[src/sv/pmbd_pkg.sv]
// pmbd_pkg: shared constants, register codes and types for the palette map box downsampler.
// No dependencies; every other file but pmbd_colsum_ram takes names from here by scope.
package pmbd_pkg;

    localparam int MAX_WIDTH_DEF     = 2048;
    localparam int PALETTE_DEPTH_DEF = 4096;
    localparam int MAX_FACTOR_DEF    = 8;

    localparam int INDEX_W  = 12;
    localparam int COLOR_W  = 24;
    localparam int CHAN_W   = 8;
    localparam int FACTOR_W = 4;
    localparam int WIDTH_W  = 12;
    localparam int HEIGHT_W = 13;
    localparam int ROW_W    = 13;
    localparam int APB_AW   = 4;
    localparam int APB_DW   = 32;

    typedef enum logic [1:0] {
        REG_FACTOR     = 2'd0,
        REG_OUT_WIDTH  = 2'd1,
        REG_OUT_HEIGHT = 2'd2
    } t_reg_idx;

    typedef struct packed {
        logic first;
        logic emit;
        logic row_end;
        logic frame_end;
    } t_step_info;

    function automatic int sum_width(input int max_factor);
        return CHAN_W + 2 * $clog2(max_factor);
    endfunction

endpackage

[src/sv/pmbd_position.sv]
// pmbd_position: raster position counters over the supersampled frame and per-sample flags.
// Uses pmbd_pkg for widths and the step info struct.
module pmbd_position #(
    parameter int MAX_WIDTH  = pmbd_pkg::MAX_WIDTH_DEF,
    parameter int MAX_FACTOR = pmbd_pkg::MAX_FACTOR_DEF
) (
    input  logic                                i_clk,
    input  logic                                i_rst_n,
    input  logic                                i_restart,
    input  logic                                i_advance,
    input  logic [$clog2(MAX_FACTOR+1)-1:0]     i_factor,
    input  logic [$clog2(MAX_WIDTH+1)-1:0]      i_width,
    input  logic [pmbd_pkg::HEIGHT_W-1:0]       i_height,
    output logic [$clog2(MAX_WIDTH)-1:0]        o_column,
    output pmbd_pkg::t_step_info                o_info
);
    localparam int FW = $clog2(MAX_FACTOR + 1);
    localparam int SW = (MAX_FACTOR > 1) ? $clog2(MAX_FACTOR) : 1;
    localparam int WW = $clog2(MAX_WIDTH + 1);
    localparam int CW = $clog2(MAX_WIDTH);
    localparam int RW = pmbd_pkg::ROW_W;

    logic [SW-1:0] r_sub_col, n_sub_col;
    logic [SW-1:0] r_sub_row, n_sub_row;
    logic [CW-1:0] r_column,  n_column;
    logic [RW-1:0] r_row,     n_row;
    logic          w_last_sc, w_last_col, w_last_sr, w_last_row;

    assign w_last_sc  = ((FW+1)'(r_sub_col) + (FW+1)'(1)) >= (FW+1)'(i_factor);
    assign w_last_sr  = ((FW+1)'(r_sub_row) + (FW+1)'(1)) >= (FW+1)'(i_factor);
    assign w_last_col = ((WW+1)'(r_column) + (WW+1)'(1)) >= (WW+1)'(i_width);
    assign w_last_row = ((RW+1)'(r_row) + (RW+1)'(1)) >= (RW+1)'(i_height);

    always_comb begin
        n_sub_col = r_sub_col;
        n_sub_row = r_sub_row;
        n_column  = r_column;
        n_row     = r_row;
        if (!w_last_sc) begin
            n_sub_col = r_sub_col + SW'(1);
        end else begin
            n_sub_col = '0;
            if (!w_last_col) begin
                n_column = r_column + CW'(1);
            end else begin
                n_column = '0;
                if (!w_last_sr) begin
                    n_sub_row = r_sub_row + SW'(1);
                end else begin
                    n_sub_row = '0;
                    n_row     = w_last_row ? '0 : r_row + RW'(1);
                end
            end
        end
    end

    always_ff @(posedge i_clk) begin
        if (!i_rst_n || i_restart) begin
            r_sub_col <= '0;
            r_sub_row <= '0;
            r_column  <= '0;
            r_row     <= '0;
        end else if (i_advance) begin
            r_sub_col <= n_sub_col;
            r_sub_row <= n_sub_row;
            r_column  <= n_column;
            r_row     <= n_row;
        end
    end

    assign o_column         = r_column;
    assign o_info.first     = (r_sub_row == '0) && (r_sub_col == '0);
    assign o_info.emit      = w_last_sc && w_last_sr;
    assign o_info.row_end   = w_last_col;
    assign o_info.frame_end = w_last_col && w_last_row;

endmodule

[config.mk]
export PLATFORM = sky130hd
export DESIGN_NAME = pmbd_position
export DESIGN_NICKNAME = d
export VERILOG_FILES = /design/src/sv/pmbd_pkg.sv /design/src/sv/pmbd_position.sv
export SDC_FILE = /design/constraint.sdc
export NUM_CORES = 1
export LEC_CHECK = 0
export BUFFER_PORTS_ARGS = -buffer_cell sky130_fd_sc_hd__buf_2
export CAP_MARGIN = 20
export CORE_MARGIN = 2
export CORE_UTILIZATION = 57
export DETAILED_ROUTE_END_ITERATION = 10
export GPL_TIMING_DRIVEN = 0
export PLACE_DENSITY = 0.78
export SLEW_MARGIN = 20
export SYNTH_ARGS = -nofsm -noshare
export SYNTH_HDL_FRONTEND = slang
export SYNTH_SLANG_ARGS = --single-unit
export TNS_END_PERCENT = 5
[constraint.sdc]
create_clock -name i_clk -period 5.05 [get_ports i_clk]
set_input_delay 0.2525 -clock i_clk [delete_from_list [all_inputs] [get_ports i_clk]]
set_output_delay 0.2525 -clock i_clk [all_outputs]
set_load 0.03 [all_outputs]
Word-level counts from Yosys, hierarchy flattened
Cells that the tools add are included.

cells by class
  reductions and logical operators = 10
  mux-type cells = 4
  add/sub/neg operators = 8
  magnitude comparators = 4

operators by type and width
  operator                                                          count
  13-bit by 1-bit adder with 14-bit output (second input constant)  1
  14-bit by 13-bit >= comparator with 1-bit output                  1
  13-bit by 1-bit adder with 13-bit output (second input constant)  1
  13-bit two-way mux                                                1
  11-bit by 1-bit adder with 12-bit output (second input constant)  1
  12-bit >= comparator                                              1
  11-bit by 1-bit adder with 11-bit output (second input constant)  1
  11-bit two-way mux                                                1
  3-bit by 1-bit adder with 4-bit output (second input constant)    2
  4-bit >= comparator                                               2
  3-bit by 1-bit adder with 3-bit output (second input constant)    2
  3-bit logical NOT                                                 2
  3-bit two-way mux                                                 2
  4-bit AND reduction                                               1
  1-bit logical AND                                                 3
  3-bit AND reduction                                               1
  2-bit AND reduction                                               1
  1-bit logical NOT                                                 1
  1-bit logical OR                                                  1

word-level totals
  word-level logic and storage cells = 30
  register bits after elaboration = 30
  output and inout bits = 15

Logic depth before layout (Yosys ltp)
  word-level depth = 3
  depth in mapped cells = 14
  gate-level depth less buffers = 13

Worst setup path after synthesis
No wires, ideal clock.

  path type = register to output
  start point = register r_column[0], in the netlist o_column[0]
  end point = output port o_info[0] (netlist name)
  slack = 2.072 ns
  path buffers = 1
  cell stages (with the launch flop) = 12
  arrival = 2.725 ns
  path through = dfxtp_1 > ha_1 > and3_1 > nand3_1 > xnor2_1 > ha_1 > nand2_1 > nor3_1 > a21oi_1 > o21a_4 > clkbuf_1 > nor2_1

RTL lines
  element                   RTL line             source
  start: declaration        pmbd_position.sv:25  logic [CW-1:0] r_column, n_column;
  start signal: assignment  pmbd_position.sv:66  r_column <= n_column;
  end: declaration          pmbd_position.sv:15  output pmbd_pkg::t_step_info o_info

==> flow_summary.json <==
{
  "yosys.area.top_type": "dfxtp_1",
  "portBuffers": 47,
  "finalSetupViolations": 0,
  "start_util": 0.580,
  "maxCapViolCount": 0,
  "min-delay-path-class": "in -> reg",
  "tritoncts": "built",
  "h-tree-depth": 2,
  "yosysWarningCount": 0,
  "hp-start": "i_advance",
  "outcome": "complete, no violations",
  "die_area_um2": 4920,
  "cts_num_sinks": 30,
  "synth_seq_cells": 30,
  "clk_latency_ns": 0.27,
  "maxSlewViolCount": 0,
  "worst-setup-path-type": "reg -> out",
  "max_stage_delay_ns": 0.44,
  "first_global_vias": 2185,
  "drc_errors": 0,
  "fin_worst_skew_ns": 0.00627,
  "cts_buffers": 5,
  "path_cells": "nand3_1 -> or3_1 -> nor2_1 -> xor2_1 -> ha_1 -> and3_1 -> a221oi_1 -> o211ai_1 -> a21oi_1 -> buf_2 -> nor2_1 -> buf_2",
  "diodes": 0,
  "cts.clk_slew.worst_paths_ns": 0.06,
  "synthToLayoutAreaGrowth_pct": 15.4,
  "whs_path_depth": 3,
  "rrSetupSlack_ns": 1.84,
  "core_area_um2": 4290,
  "synthFlopType": "dfxtp_1",
  "yosys-top-cells-area": "dfxtp_1 24%, ha_1 20%, inv_1 5.6%",
  "dieWidth_um": 70.1,
  "cp.arrival_ns": 3.43,
  "drtAntennaViolNets": 0,
  "wl_per_cell_um": 13.0,
  "num-fill-cells": 386,
  "yosys.cell_types.count": 48,
  "synth.yosys.seq_area_share": 0.241,
  "crit_family": "simple AND/OR/NAND/NOR gates",
  "p_leak_nw": 1.42,
  "synth_common_cells": "39 x ha_1, 37 x inv_1, 30 x dfxtp_1",
  "grt_setup_unrepaired": "false",
  "syn-cell-area_um2": 2490,
  "setup_tns_ns": 0,
  "synth_cells": 313,
  "clock-root-buffer": "clkbuf_8",
  "maxSlewHeadroom": 0.473,
  "min_period_ns": 3.68,
  "gp_congestion": 0.806,
  "fin_nets": 439,
  "cts_buffer_depth": 2,
  "syn_avg_cell_area_um2": 7.96,
  "synthesis.nets": 385,
  "grt-ovfl-total": 0,
  "cts_resized": 0,
  "r2r_cells": 12,
  "first_pass_iters": 4,
  "dp.cells": 412,
  "antenna_found_initial": 0,
  "maxClockFrequency_mhz": 271,
  "avgViaCountPerCell": 5.60,
  "power_density_nw_per_um2": 166,
  "hold_end": "r_sub_col[0]",
  "critPathMaxFanout": 10,
  "grt_max_degree": 11,
  "reg2reg_to": "r_row[9]",
  "critical_path_buf_inv_count": 2,
  "ir_worst_vdd_v": 0.000190,
  "synth_edf_count": 0,
  "yosysMostFrequentCell": "ha_1",
  "critPathSlowestCell": "dfxtp_1",
  "fin_crit_sh": 0.729,
  "vias": 2341,
  "track_usage": 0.225,
  "post_cts_buffers": 0,
  "drt_iter0_drc": 51,
  "io_pins": 48,
  "hold_buffers": 0,
  "num_rows": 24,
  "p_total_mw": 0.476,
  "drive_gt1_frac": 0.175,
  "cp_data_required_time_ns": 4.80,
  "tightest_slew_ns": 0.784,
  "endpoint_kind": "output port",
  "grt_pass1_wl_um": 9180,
  "synth_top_area_share": 0.241,
  "place_hpwl_um": 4300,
  "critPathLaunchType": "flop",
  "async_flop_share": 0,
  "final_cells": 418,
  "die_h_um": 70.1,
  "r2r-start": "r_row[0]",
  "finalHoldViolCount": 0,
  "detail_route.wirelength_um": 5420
}
tightest hold or removal path, stage by stage:
cell and delay (ns):
buf_2 0.16, xnor2_1 0.13, nor3_1 0.04
cells by family (layout without fill, tap and decap cells):
kind of cell             count (synthesis)  in the layout  synth area share
AND/OR/NAND/NOR                        109            109             0.231
AO/OA/AOI/OAI                           65             65             0.180
buffers and inverters                   48            101            0.0748
adder cells (fa/ha/maj)                 39             39             0.196
flip-flops                              30             30             0.241
XOR/XNOR                                21             21            0.0738
multiplexers                             1              1           0.00402
through the flow:
step | area [um^2] | setup slack [ns] | hold WS [ns] | util
floorplan | 2490 | 2.07 | 0.431 | -
detailed placement | 2790 | 1.67 | 0.485 | 0.650
global placement | 2790 | 1.64 | 0.476 | 0.650
CTS | 2870 | 1.36 | 0.342 | 0.669
finish | 2870 | 1.37 | 0.349 | 0.669
global route | 2870 | 1.05 | 0.364 | 0.669
worst max-delay path by stage:
stage	cells after the start	endpoint	start
final	12	o_info[0]	r_row[0]
after global routing	13	o_info[0]	r_row[0]
after CTS	12	o_info[0]	r_row[0]
after detailed placement	12	o_info[0]	r_row[0]
after global placement	12	o_info[0]	r_row[0]
after floorplan	11	o_info[0]	o_column[0]
cell type report:
cell class	count	area [um^2]	share of cell area
timing repair buffer	47	235	0.0818
inverter	38	143	0.0496
clock buffer	6	82.6	0.0287
tap	52	65.1	0.0226
multi-input combinational	235	1700	0.593
buffer	10	43.8	0.0152
sequential	30	601	0.209
cells in the final DEF (no fill, tap or decap), drive strengths merged, types with 2 or more instances in the layout:
| cell type | n |
|---|---|
| xor2 | 10 |
| nand3 | 16 |
| a32o | 8 |
| nand4 | 11 |
| xnor2 | 11 |
| nand2 | 28 |
| o221ai | 3 |
| clkbuf | 12 |
| o2bb2ai | 2 |
| and2 | 3 |
| nor2 | 14 |
| or3 | 4 |
| o31ai | 2 |
| o21a | 2 |
| buf | 51 |
| a31oi | 2 |
| or2 | 2 |
| and3 | 7 |
| nor3 | 7 |
| a21oi | 21 |
| ha | 39 |
| o21ai | 13 |
| nor2b | 4 |
| a211oi | 2 |
| nand2b | 5 |
| inv | 38 |
| dfxtp | 30 |
| nand4b | 3 |
| and4 | 2 |
| nor3b | 2 |
| a21o | 4 |
per-layer routing:
metal  part of all wire  global-route usage  up-vias
li1                   -                   -     1220
met1               0.48               0.285     1078
met2               0.48               0.392       37
met3              0.028              0.0433        6
met4             0.0063              0.0598        0
met5                  0                   0        -
flip-flops by register name, indices dropped and copies added (netlist names):
register and count:
o_column 11, r_sub_row 3, r_row 13, r_sub_col 3
power by group:
group / internal, mW / switching, mW
Sequential: 0.237 / 0.00100
Combinational: 0.0226 / 0.0302
Clock: 0.105 / 0.0804
Total: 0.365 / 0.112
Note: power is estimated with default switching activity, not from simulation.
