[config.mk]
export PLATFORM = sky130hd
export DESIGN_NAME = pmbd_accum
export DESIGN_NICKNAME = d
export VERILOG_FILES = /design/src/sv/pmbd_pkg.sv /design/src/sv/pmbd_accum.sv
export SDC_FILE = /design/constraint.sdc
export NUM_CORES = 1
export LEC_CHECK = 0
export ABC_CLOCK_PERIOD_IN_PS = 16000
export BUFFER_PORTS_ARGS = -buffer_cell sky130_fd_sc_hd__clkbuf_2
export CAP_MARGIN = 20
export CORE_ASPECT_RATIO = 2
export CORE_UTILIZATION = 40
export DETAILED_ROUTE_END_ITERATION = 6
export PLACE_DENSITY = 0.62
export SYNTH_ARGS = -nofsm -noshare
export SYNTH_HDL_FRONTEND = slang
export SYNTH_SLANG_ARGS = --single-unit
[constraint.sdc]
create_clock -name vclk -period 16
set_clock_uncertainty 0.2 [all_clocks]
set_input_delay 2.4 -clock vclk [all_inputs]
set_output_delay 2.4 -clock vclk [all_outputs]
set_load 0.02 [all_outputs]
[src/sv/pmbd_pkg.sv]
// pmbd_pkg: shared constants, register codes and types for the palette map box downsampler.
// No dependencies; every other file but pmbd_colsum_ram takes names from here by scope.
package pmbd_pkg;

    localparam int MAX_WIDTH_DEF     = 2048;
    localparam int PALETTE_DEPTH_DEF = 4096;
    localparam int MAX_FACTOR_DEF    = 8;

    localparam int INDEX_W  = 12;
    localparam int COLOR_W  = 24;
    localparam int CHAN_W   = 8;
    localparam int FACTOR_W = 4;
    localparam int WIDTH_W  = 12;
    localparam int HEIGHT_W = 13;
    localparam int ROW_W    = 13;
    localparam int APB_AW   = 4;
    localparam int APB_DW   = 32;

    typedef enum logic [1:0] {
        REG_FACTOR     = 2'd0,
        REG_OUT_WIDTH  = 2'd1,
        REG_OUT_HEIGHT = 2'd2
    } t_reg_idx;

    typedef struct packed {
        logic first;
        logic emit;
        logic row_end;
        logic frame_end;
    } t_step_info;

    function automatic int sum_width(input int max_factor);
        return CHAN_W + 2 * $clog2(max_factor);
    endfunction

endpackage

[src/sv/pmbd_accum.sv]
// pmbd_accum: adds a palette color into a column's channel sums and averages by factor squared.
// Division is a multiply by a per-factor reciprocal. Uses pmbd_pkg.
module pmbd_accum #(
    parameter int MAX_FACTOR = pmbd_pkg::MAX_FACTOR_DEF
) (
    input  logic [pmbd_pkg::COLOR_W-1:0]                        i_color,
    input  logic [3*pmbd_pkg::sum_width(MAX_FACTOR)-1:0]        i_sums,
    input  logic                                                i_first,
    input  logic [$clog2(MAX_FACTOR+1)-1:0]                     i_factor,
    output logic [3*pmbd_pkg::sum_width(MAX_FACTOR)-1:0]        o_sums,
    output logic [pmbd_pkg::CHAN_W-1:0]                         o_blue,
    output logic [pmbd_pkg::CHAN_W-1:0]                         o_green,
    output logic [pmbd_pkg::CHAN_W-1:0]                         o_red
);
    localparam int CHW = pmbd_pkg::sum_width(MAX_FACTOR);
    localparam int LF  = $clog2(MAX_FACTOR);
    localparam int S   = CHW + 2 * LF;
    localparam int RCW = S + 1;
    localparam int PW  = CHW + RCW;
    localparam int CH  = pmbd_pkg::CHAN_W;

    logic [RCW-1:0] w_recip [MAX_FACTOR+1];
    logic [CH-1:0]  w_chan  [3];
    logic [CHW-1:0] w_old   [3];
    logic [CHW-1:0] w_new   [3];
    logic [PW-1:0]  w_prod  [3];
    logic [CH-1:0]  w_avg   [3];

    // ceil(2^S / f^2): exact floor division for every sum below 2^CHW
    for (genvar g = 0; g <= MAX_FACTOR; g++) begin : g_recip
        localparam longint unsigned D = (g == 0) ? 1 : g * g;
        localparam longint unsigned M = ((64'd1 << S) + D - 1) / D;
        assign w_recip[g] = RCW'(M);
    end

    assign w_chan[0] = i_color[2*CH +: CH];
    assign w_chan[1] = i_color[CH +: CH];
    assign w_chan[2] = i_color[0 +: CH];

    always_comb begin
        for (int k = 0; k < 3; k++) begin
            w_old[k]  = i_sums[k*CHW +: CHW];
            w_new[k]  = i_first ? CHW'(w_chan[k]) : w_old[k] + CHW'(w_chan[k]);
            w_prod[k] = PW'(w_new[k]) * PW'(w_recip[i_factor]);
            w_avg[k]  = w_prod[k][S +: CH];
        end
    end

    assign o_sums  = {w_new[2], w_new[1], w_new[0]};
    assign o_blue  = w_avg[0];
    assign o_green = w_avg[1];
    assign o_red   = w_avg[2];

endmodule

---- Word level (Yosys, flattened, before mapping) ----
Memories as Yosys holds them, arrays and structs flattened.
Cells that the tools add are included.
storage, ports and cells
  ROM bits ................................ 336
  register bits ........................... 0
  logic and storage cells ................. 14
  memories ................................ 1
  bits of input ports ..................... 71
memories
  memory            words  bits a word  rd ports  clocked after memory_dff  wr ports  RTL line          source
  (name not given)  16     21           1         0                         0         pmbd_accum.sv:44  w_prod[k] = PW'(w_new[k]) * PW'(w_recip[i_factor]);
operators by class
  $lt $le $gt $ge ......................... 1
  $mul .................................... 3
  multiplexer cells ....................... 5
  bitwise logic cells ..................... 1
  add/subtract/negate cells ............... 3
operators by type and width
  cell                count
  $mul 14x21->28      3
  $add 14x8->14       3
  $mux 14             3
  $mux 21             2
  $ge 5x5->1 const B  1
  $not 4->5           1

---- Logic depth before layout (Yosys ltp) ----
Gate-level depths: netlist of the first run.
  word-level depth ........................ 5
  depth in mapped cells ................... 34
  gate-level depth less buffers ........... 33

---- Worst setup path before layout of the first run ----
OpenSTA, ideal clock, no wires.
  path type ............................... input-to-output
  start point ............................. in i_color[0] (netlist name)
  end point ............................... out o_red[7] (netlist name)
  path slack .............................. 3.672 ns
  path buffers ............................ 1
  required time ........................... 13.400 ns
  cell stages on the path ................. 31
  arrival time ............................ 9.728 ns
  cells stage by stage .................... ha_1 -> fa_1 -> a21o_1 -> a21oi_1 -> o21ai_1 -> o21ai_0 -> nand3b_1 -> xor2_1 -> or2_2 -> clkbuf_1 -> inv_1 -> nand2_1 -> fa_1 -> fa_1 -> inv_1 -> fa_1 -> fa_1 -> fa_1 -> inv_1 -> fa_1 -> inv_1 -> ha_1 -> and4_1 -> and3_1 -> a311oi_1 -> nor2_1 -> a2111oi_2 -> o31ai_2 -> nor2_1 -> xnor2_1 -> xnor2_1
on the way
  word-level cells in the longest chain between the ends .. 3
ends and longest elaborated chain
  item                 RTL line          source
  start: declaration   pmbd_accum.sv:6   input logic [pmbd_pkg::COLOR_W-1:0] i_color,
  $add 14x8->14        pmbd_accum.sv:43  w_new[k] = i_first ? CHW'(w_chan[k]) : w_old[k] + CHW'(w_chan[k]);
  $mux 14              pmbd_accum.sv:43
  via o_sums, one bit  pmbd_accum.sv:10  output logic [3*pmbd_pkg::sum_width(MAX_FACTOR)-1:0] o_sums,
  $mul 14x21->28       pmbd_accum.sv:44
  end: declaration     pmbd_accum.sv:13  output logic [pmbd_pkg::CHAN_W-1:0] o_red
The timed path passes the listed nets, and every way through them passes these cells.

---- Worst setup path in the final report of the first run ----
  start point ............................. in i_color[8] (netlist name)
  end point ............................... out o_green[6] (netlist name)
on the way
  word-level cells in the longest chain between the ends .. 3
ends and longest elaborated chain
  item              RTL line          source
  $add 14x8->14     pmbd_accum.sv:43
  $mux 14 *         pmbd_accum.sv:43
  $mul 14x21->28 *  pmbd_accum.sv:44
  end: declaration  pmbd_accum.sv:12  output logic [pmbd_pkg::CHAN_W-1:0] o_green,
Mark *: on every way between the ends. The rest lies on a longest branch, timed or not.

==> run metrics, run 1 <==
first-pass GRT wire length=around 110000 um; gpl congestion=1.029; core area=a little over 0.05 mm2; Slew @ Worst Pin=1.125 ns; post-synthesis sequential area ratio=0; routed vias=16754; num sequential=0; Power Density=~51 mW/mm2; Net Sw Power=695.7 uW; startpoint types=input pin; # fillers=approximately 5200; Finish-stage setup viols=0; Resize count post-CTS=0; vias in the first global route=18828; Synth Warn #=0; Max Fclk=~73 MHz; RSZ-0062 raised after global routing=no; Seq pwr share=0; Placement Rows=117; nets@finish=3369; gr ovfl total=0; Req. time, crit path=13.40 ns; Setup crit end=o_green[6]; Routed Antenna Nets=0; Hold Vio Cnt, Final=0; die width=around 160 um; Worst Slack Setup Final=2.247 ns; WL final=69500 um; crit end category=output port; slowest CP cell=a21oi_1; Avg WL per Cell=21.96 um; crit path from=i_color[8]; antenna violations before repair=1; die footprint=0.05273 mm2; Max FO, Critical Path=8; Max Slew Vio Count=0; cell count after synthesis=between 2000 and 2500; most frequent CP cell=fa_1; IO Port Bufs=137; Initial DRC Count=about 1100; max-capacitance violation count=0; CTS hold repair buffers=0; Min Clock Period, post-route=13.75 ns; Tot GR Track Use=0.2748; CP max stage delay=0.68 ns; # Post-CTS Setup Buffers=0; drt drc=0; VDD IR max=0.05360 mV; pre-CTS WS=approximately 2.3 ns; Int Pwr=422.8 uW; static leakage=0.01283 uW; Comb pwr share=1.000; Antenna Cells=0; setup TNS=0 ns; clock share of power=0; Area Growth Syn to Fin=6.822%; HP Class=input pin to output port; status=finished, final reports clean; final period utilization=0.8596; Post-Syn Area per Cell=8.581 um2; Sw Ratio=0.6220; vias per cell=5.294; Initial Util=0.4064; Ports=137; Arrival @ worst endpoint=11.15 ns; post-synth cell types=68; Netlist Area Pre-Place=about 0.021 mm2; syn nets=3269; clkbuf count=0; worst setup path class=input pin to output port; layout cells sized above 1=0.08005; Sequential Area=0 um2; Post-DP HPWL=60950 um; Slew HR=0.2479; Die Ht=323.8 um; DRT Pass-1 Iters=5; largest net degree at the start of global routing=46
[power groups by stage]
stage          logic, uW  clock network, uW  registers [uW]
2_1_floorplan        757                  0               0
3_3_place_gp        1100                  0               0
3_5_place_dp        1120                  0               0
4_1_cts             1130                  0               0
5_1_grt             1260                  0               0
6_report            1120                  0               0
[metal layers]
layer  global-route usage  vias up  part of all wire  routed length [um]
li1                     -     7421                 -                   -
met1               0.2808     8393              0.32               22120
met5                    0        -           0.00016                  11
met3              0.03273      233             0.063                4408
met4               0.1863        2             0.087                6013
met2               0.5145      705              0.53               36950
[cell families after synthesis]
family | Yosys count | synth area share
adders and majority gates | 785 | 0.6364
buffers and inverters | 750 | 0.1376
and+or+nand+nor | 599 | 0.1238
AOI/OAI and AO/OA | 184 | 0.05789
xor gates and xnor gates | 82 | 0.03601
muxes | 13 | 0.008278
[final cells by class]
cell class | instances | area (um2) | share of cell area
inverters | 690 | 2590 | 0.1171
multi-input cells | 1663 | 17870 | 0.8078
well taps | 654 | 818.3 | 0.03700
repair buffers | 158 | 843.3 | 0.03813
[worst max-delay path: cells and delay by family]
| family | cells | cell delay (ns) |
|---|---|---|
| xor+xnor | 2 | 0.29 |
| simple gates | 5 | 0.65 |
| buf+inv | 6 | 1.07 |
| compound gates | 10 | 2.76 |
| fa+ha+maj | 9 | 3.95 |
[how the worst min path moves through the flow]
stage	start	end	slack, ns	cells past startpoint
after CTS	i_color[22]	o_sums[6]	5.30	4
final	i_color[16]	o_sums[0]	5.27	4
after global placement	i_color[22]	o_sums[6]	5.28	4
after floorplan	i_color[15]	o_sums[21]	4.81	2
after detailed placement	i_color[22]	o_sums[6]	5.29	4
after global routing	i_color[16]	o_sums[0]	5.33	4
[cell usage in the layout (no fill, tap or decap), drive strengths merged, types with 3 or more instances in the layout]
| master | count |
|---|---|
| a211oi | 9 |
| a21o | 20 |
| a21oi | 66 |
| a221oi | 4 |
| and2 | 8 |
| and3 | 12 |
| and4 | 4 |
| buf | 21 |
| clkbuf | 137 |
| clkinv | 5 |
| fa | 447 |
| ha | 338 |
| inv | 685 |
| mux2i | 13 |
| nand2 | 204 |
| nand2b | 11 |
| nand3 | 16 |
| nand3b | 4 |
| nand4 | 7 |
| nor2 | 272 |
| nor2b | 7 |
| nor3 | 23 |
| o211ai | 5 |
| o21a | 13 |
| o21ai | 39 |
| o21bai | 7 |
| o41ai | 3 |
| or2 | 17 |
| or3 | 4 |
| xnor2 | 56 |
| xor2 | 24 |
[per-stage QoR]
| stage | hold slack, ns | power, uW | instance area, um2 | std cells | util |
|---|---|---|---|---|---|
| global route | 5.328 | 1256 | 22120 | 3165 | 0.4342 |
| global placement | 5.276 | 1101 | 22120 | 3165 | 0.4342 |
| finish | 5.270 | 1118 | 22120 | 3165 | 0.4342 |
| floorplan | 4.810 | 757.4 | 20710 | 2413 | - |
| detailed placement | 5.292 | 1123 | 22120 | 3165 | 0.4342 |
| CTS | 5.296 | 1132 | 22120 | 3165 | 0.4342 |
[synth_stat cells, drive strengths merged, types with 3 or more instances]
master / n / area share
ha: 338 / 0.20
a221oi: 4 / 0.0023
nand3b: 4 / 0.0015
o21a: 13 / 0.0048
and4: 4 / 0.0017
nand3: 16 / 0.0039
nor2b: 7 / 0.0021
xor2: 24 / 0.010
fa: 447 / 0.43
o21ai: 39 / 0.0098
nand2: 204 / 0.037
nand2b: 11 / 0.0033
or3: 4 / 0.0012
nor2: 272 / 0.050
clkinv: 5 / 0.00091
nand4: 7 / 0.0021
o211ai: 5 / 0.0018
o41ai: 3 / 0.0016
a211oi: 9 / 0.0033
nor3: 23 / 0.0061
a21oi: 66 / 0.016
inv: 685 / 0.12
and2: 8 / 0.0024
xnor2: 56 / 0.024
a21o: 20 / 0.0073
clkbuf: 47 / 0.0085
or2: 17 / 0.0051
buf: 13 / 0.0040
o21bai: 7 / 0.0025
and3: 12 / 0.0036
mux2i: 13 / 0.0083
Note: power is estimated with default switching activity, not from simulation.
==> inputs of run 2 (changes only) <==
--- a/config.mk
+++ b/config.mk
@@ -8,10 +8,13 @@
 export ABC_CLOCK_PERIOD_IN_PS = 16000
 export BUFFER_PORTS_ARGS = -buffer_cell sky130_fd_sc_hd__clkbuf_2
 export CAP_MARGIN = 20
+export CELL_PAD_IN_SITES_DETAIL_PLACEMENT = 0
+export CELL_PAD_IN_SITES_GLOBAL_PLACEMENT = 1
 export CORE_ASPECT_RATIO = 2
-export CORE_UTILIZATION = 40
+export CORE_MARGIN = 1.5
+export CORE_UTILIZATION = 50
 export DETAILED_ROUTE_END_ITERATION = 6
-export PLACE_DENSITY = 0.62
+export PLACE_DENSITY = 0.9
 export SYNTH_ARGS = -nofsm -noshare
 export SYNTH_HDL_FRONTEND = slang
 export SYNTH_SLANG_ARGS = --single-unit
==> run 2 against run 1 <==
Compared with the run above: global-route usage up 4.2 points; non-clock buffer count up 6; combinational power about the same; core utilization up 10 points; power down 2.1%; first-iteration DRC count down 32%; final cell count down 3.6%; worst hold slack better by 0.0081 ns; clock-buffer cell count unchanged; worst setup slack better by 0.32 ns; final area down 0.43%; critical path depth unchanged; largest cell class unchanged.
==> run metrics, run 2 (synthesis gave the netlist of run 1 again) <==
status=finished, final reports clean (unchanged); DP Cell Count=3052 (was 3165); Post-DP HPWL=58260 um (was 60950 um); gr ovfl total=0 (unchanged); DRT Pass-1 Iters=7 (was 5); vias per cell=5.461 (was 5.294); Final Cell Area=0.02202 mm2 (was 0.02212 mm2); worst setup path class=input pin to output port (unchanged); HP Class=input pin to output port (unchanged); Initial Util=0.5052 (was 0.4064); Cell Count, Final, Fillers Out=3052 (was 3165); die width=146.9 um (was 162.9 um); vias in the first global route=19052 (was 18828); # Post-CTS Setup Buffers=0 (unchanged); RSZ-0062 raised after global routing=no (unchanged); Sequential Area=0 um2 (unchanged); first-pass GRT wire length=101900 um (was 106500 um); CP max stage delay=0.52 ns (was 0.68 ns); IO Port Bufs=137 (unchanged); Placement Rows=105 (was 117); Req. time, crit path=13.40 ns (about the same); Power Density=49.72 mW/mm2 (was 50.57 mW/mm2); Tot GR Track Use=0.3168 (was 0.2748); WL final=65480 um (was 69500 um); Hold Vio Cnt, Final=0 (unchanged); slowest CP cell=fa_1 (was a21oi_1); die footprint=0.04272 mm2 (was 0.05273 mm2); Resize count post-CTS=0 (unchanged); Placed Area=0.02202 mm2 (was 0.02212 mm2); Arrival @ worst endpoint=10.83 ns (was 11.15 ns); Die Ht=290.8 um (was 323.8 um); routed vias=16668 (was 16754); Max Fclk=74.45 MHz (was 72.71 MHz); layout cells sized above 1=0.08264 (was 0.08005); static leakage=0.01286 uW (was 0.01283 uW); max-capacitance violation count=0 (unchanged); critical path buffer and inverter count=6 (unchanged); most common cell after layout, fill and taps aside=inv_1 (unchanged); Initial DRC Count=730 (was 1074); gpl congestion=1.019 (was 1.029); Max Slew Vio Count=0 (unchanged); Finish-stage setup viols=0 (unchanged); Slew HR=0.3650 (was 0.2479); Avg WL per Cell=21.45 um (was 21.96 um); CTS hold repair buffers=0 (unchanged); Routed Antenna Nets=0 (unchanged); Ports=137 (unchanged); antenna violations before repair=3 (was 1); clkbuf count=0 (unchanged); largest net degree at the start of global routing=57 (was 46); Slew @ Worst Pin=0.9502 ns (was 1.125 ns); drt drc=0 (unchanged); final period utilization=0.8395 (was 0.8596); core area=0.04099 mm2 (was 0.05094 mm2); VDD IR max=0.06034 mV (was 0.05360 mV); most frequent CP cell=fa_1 (unchanged); CP top delay family=adder cells (unchanged); startpoint types=input pin (unchanged); most frequent cells in the layout=inv_1 (682), fa_1 (447), ha_1 (338) (unchanged); Area Growth Syn to Fin=6.363% (was 6.822%); Antenna Cells=0 (unchanged); Max FO, Critical Path=7 (was 8); nets@finish=3375 (was 3369); Min Clock Period, post-route=13.43 ns (was 13.75 ns); crit end category=output port (unchanged); setup TNS=0 ns (unchanged); num sequential=0 (unchanged)
[run 2: cell count changes in the layout (fill, tap and decap cells not counted), sizes merged]
| cell | previous run | this run |
|---|---|---|
| buf | 21 | 27 |
[run 2: power breakdown]
group	switching (uW)	internal [uW]
combinational	676	418
sequential	0	0
clock	0	0
total	676	418
[run 2: area by class of cell]
| class | instances | area [um2] |
|---|---|---|
| fillers | 4029 | 18970 |
| multi-input cells | 1663 | 17880 |
| inverters | 690 | 2590 |
| repair buffers | 164 | 888.4 |
| well taps | 535 | 669.4 |
[run 2: per-stage QoR]
stage                     worst slack (ns)    util  hold WS (ns)  total power, uW
after global routing                 2.125  0.5373         5.274             1232
after detailed placement             2.613  0.5373         5.242             1099
final                                2.568  0.5373         5.279             1095
after CTS                            2.601  0.5373         5.244             1109
after global placement               2.833  0.5371         5.250             1075
after floorplan                      3.672       -         4.810            757.4
[run 2: path summary, 6_finish.rpt]
kind,from,end,slack [ns],cells past startpoint
max,i_color[0],o_red[7],2.57,32
min,i_color[15],o_sums[21],5.28,4
[run 2: per-layer routing]
metal	track usage	wire, um	vias to the layer above
met5	0	21	-
met4	0.2273	6113	4
met3	0.02983	2757	266
met2	0.6124	36100	596
met1	0.3063	20480	8363
li1	-	-	7439
[run 2: worst min-delay path, delay by kind of cell]
| kind | cells | cell delay (ns) |
|---|---|---|
| muxes | 1 | 0.16 |
| buffers and inverters | 3 | 0.51 |
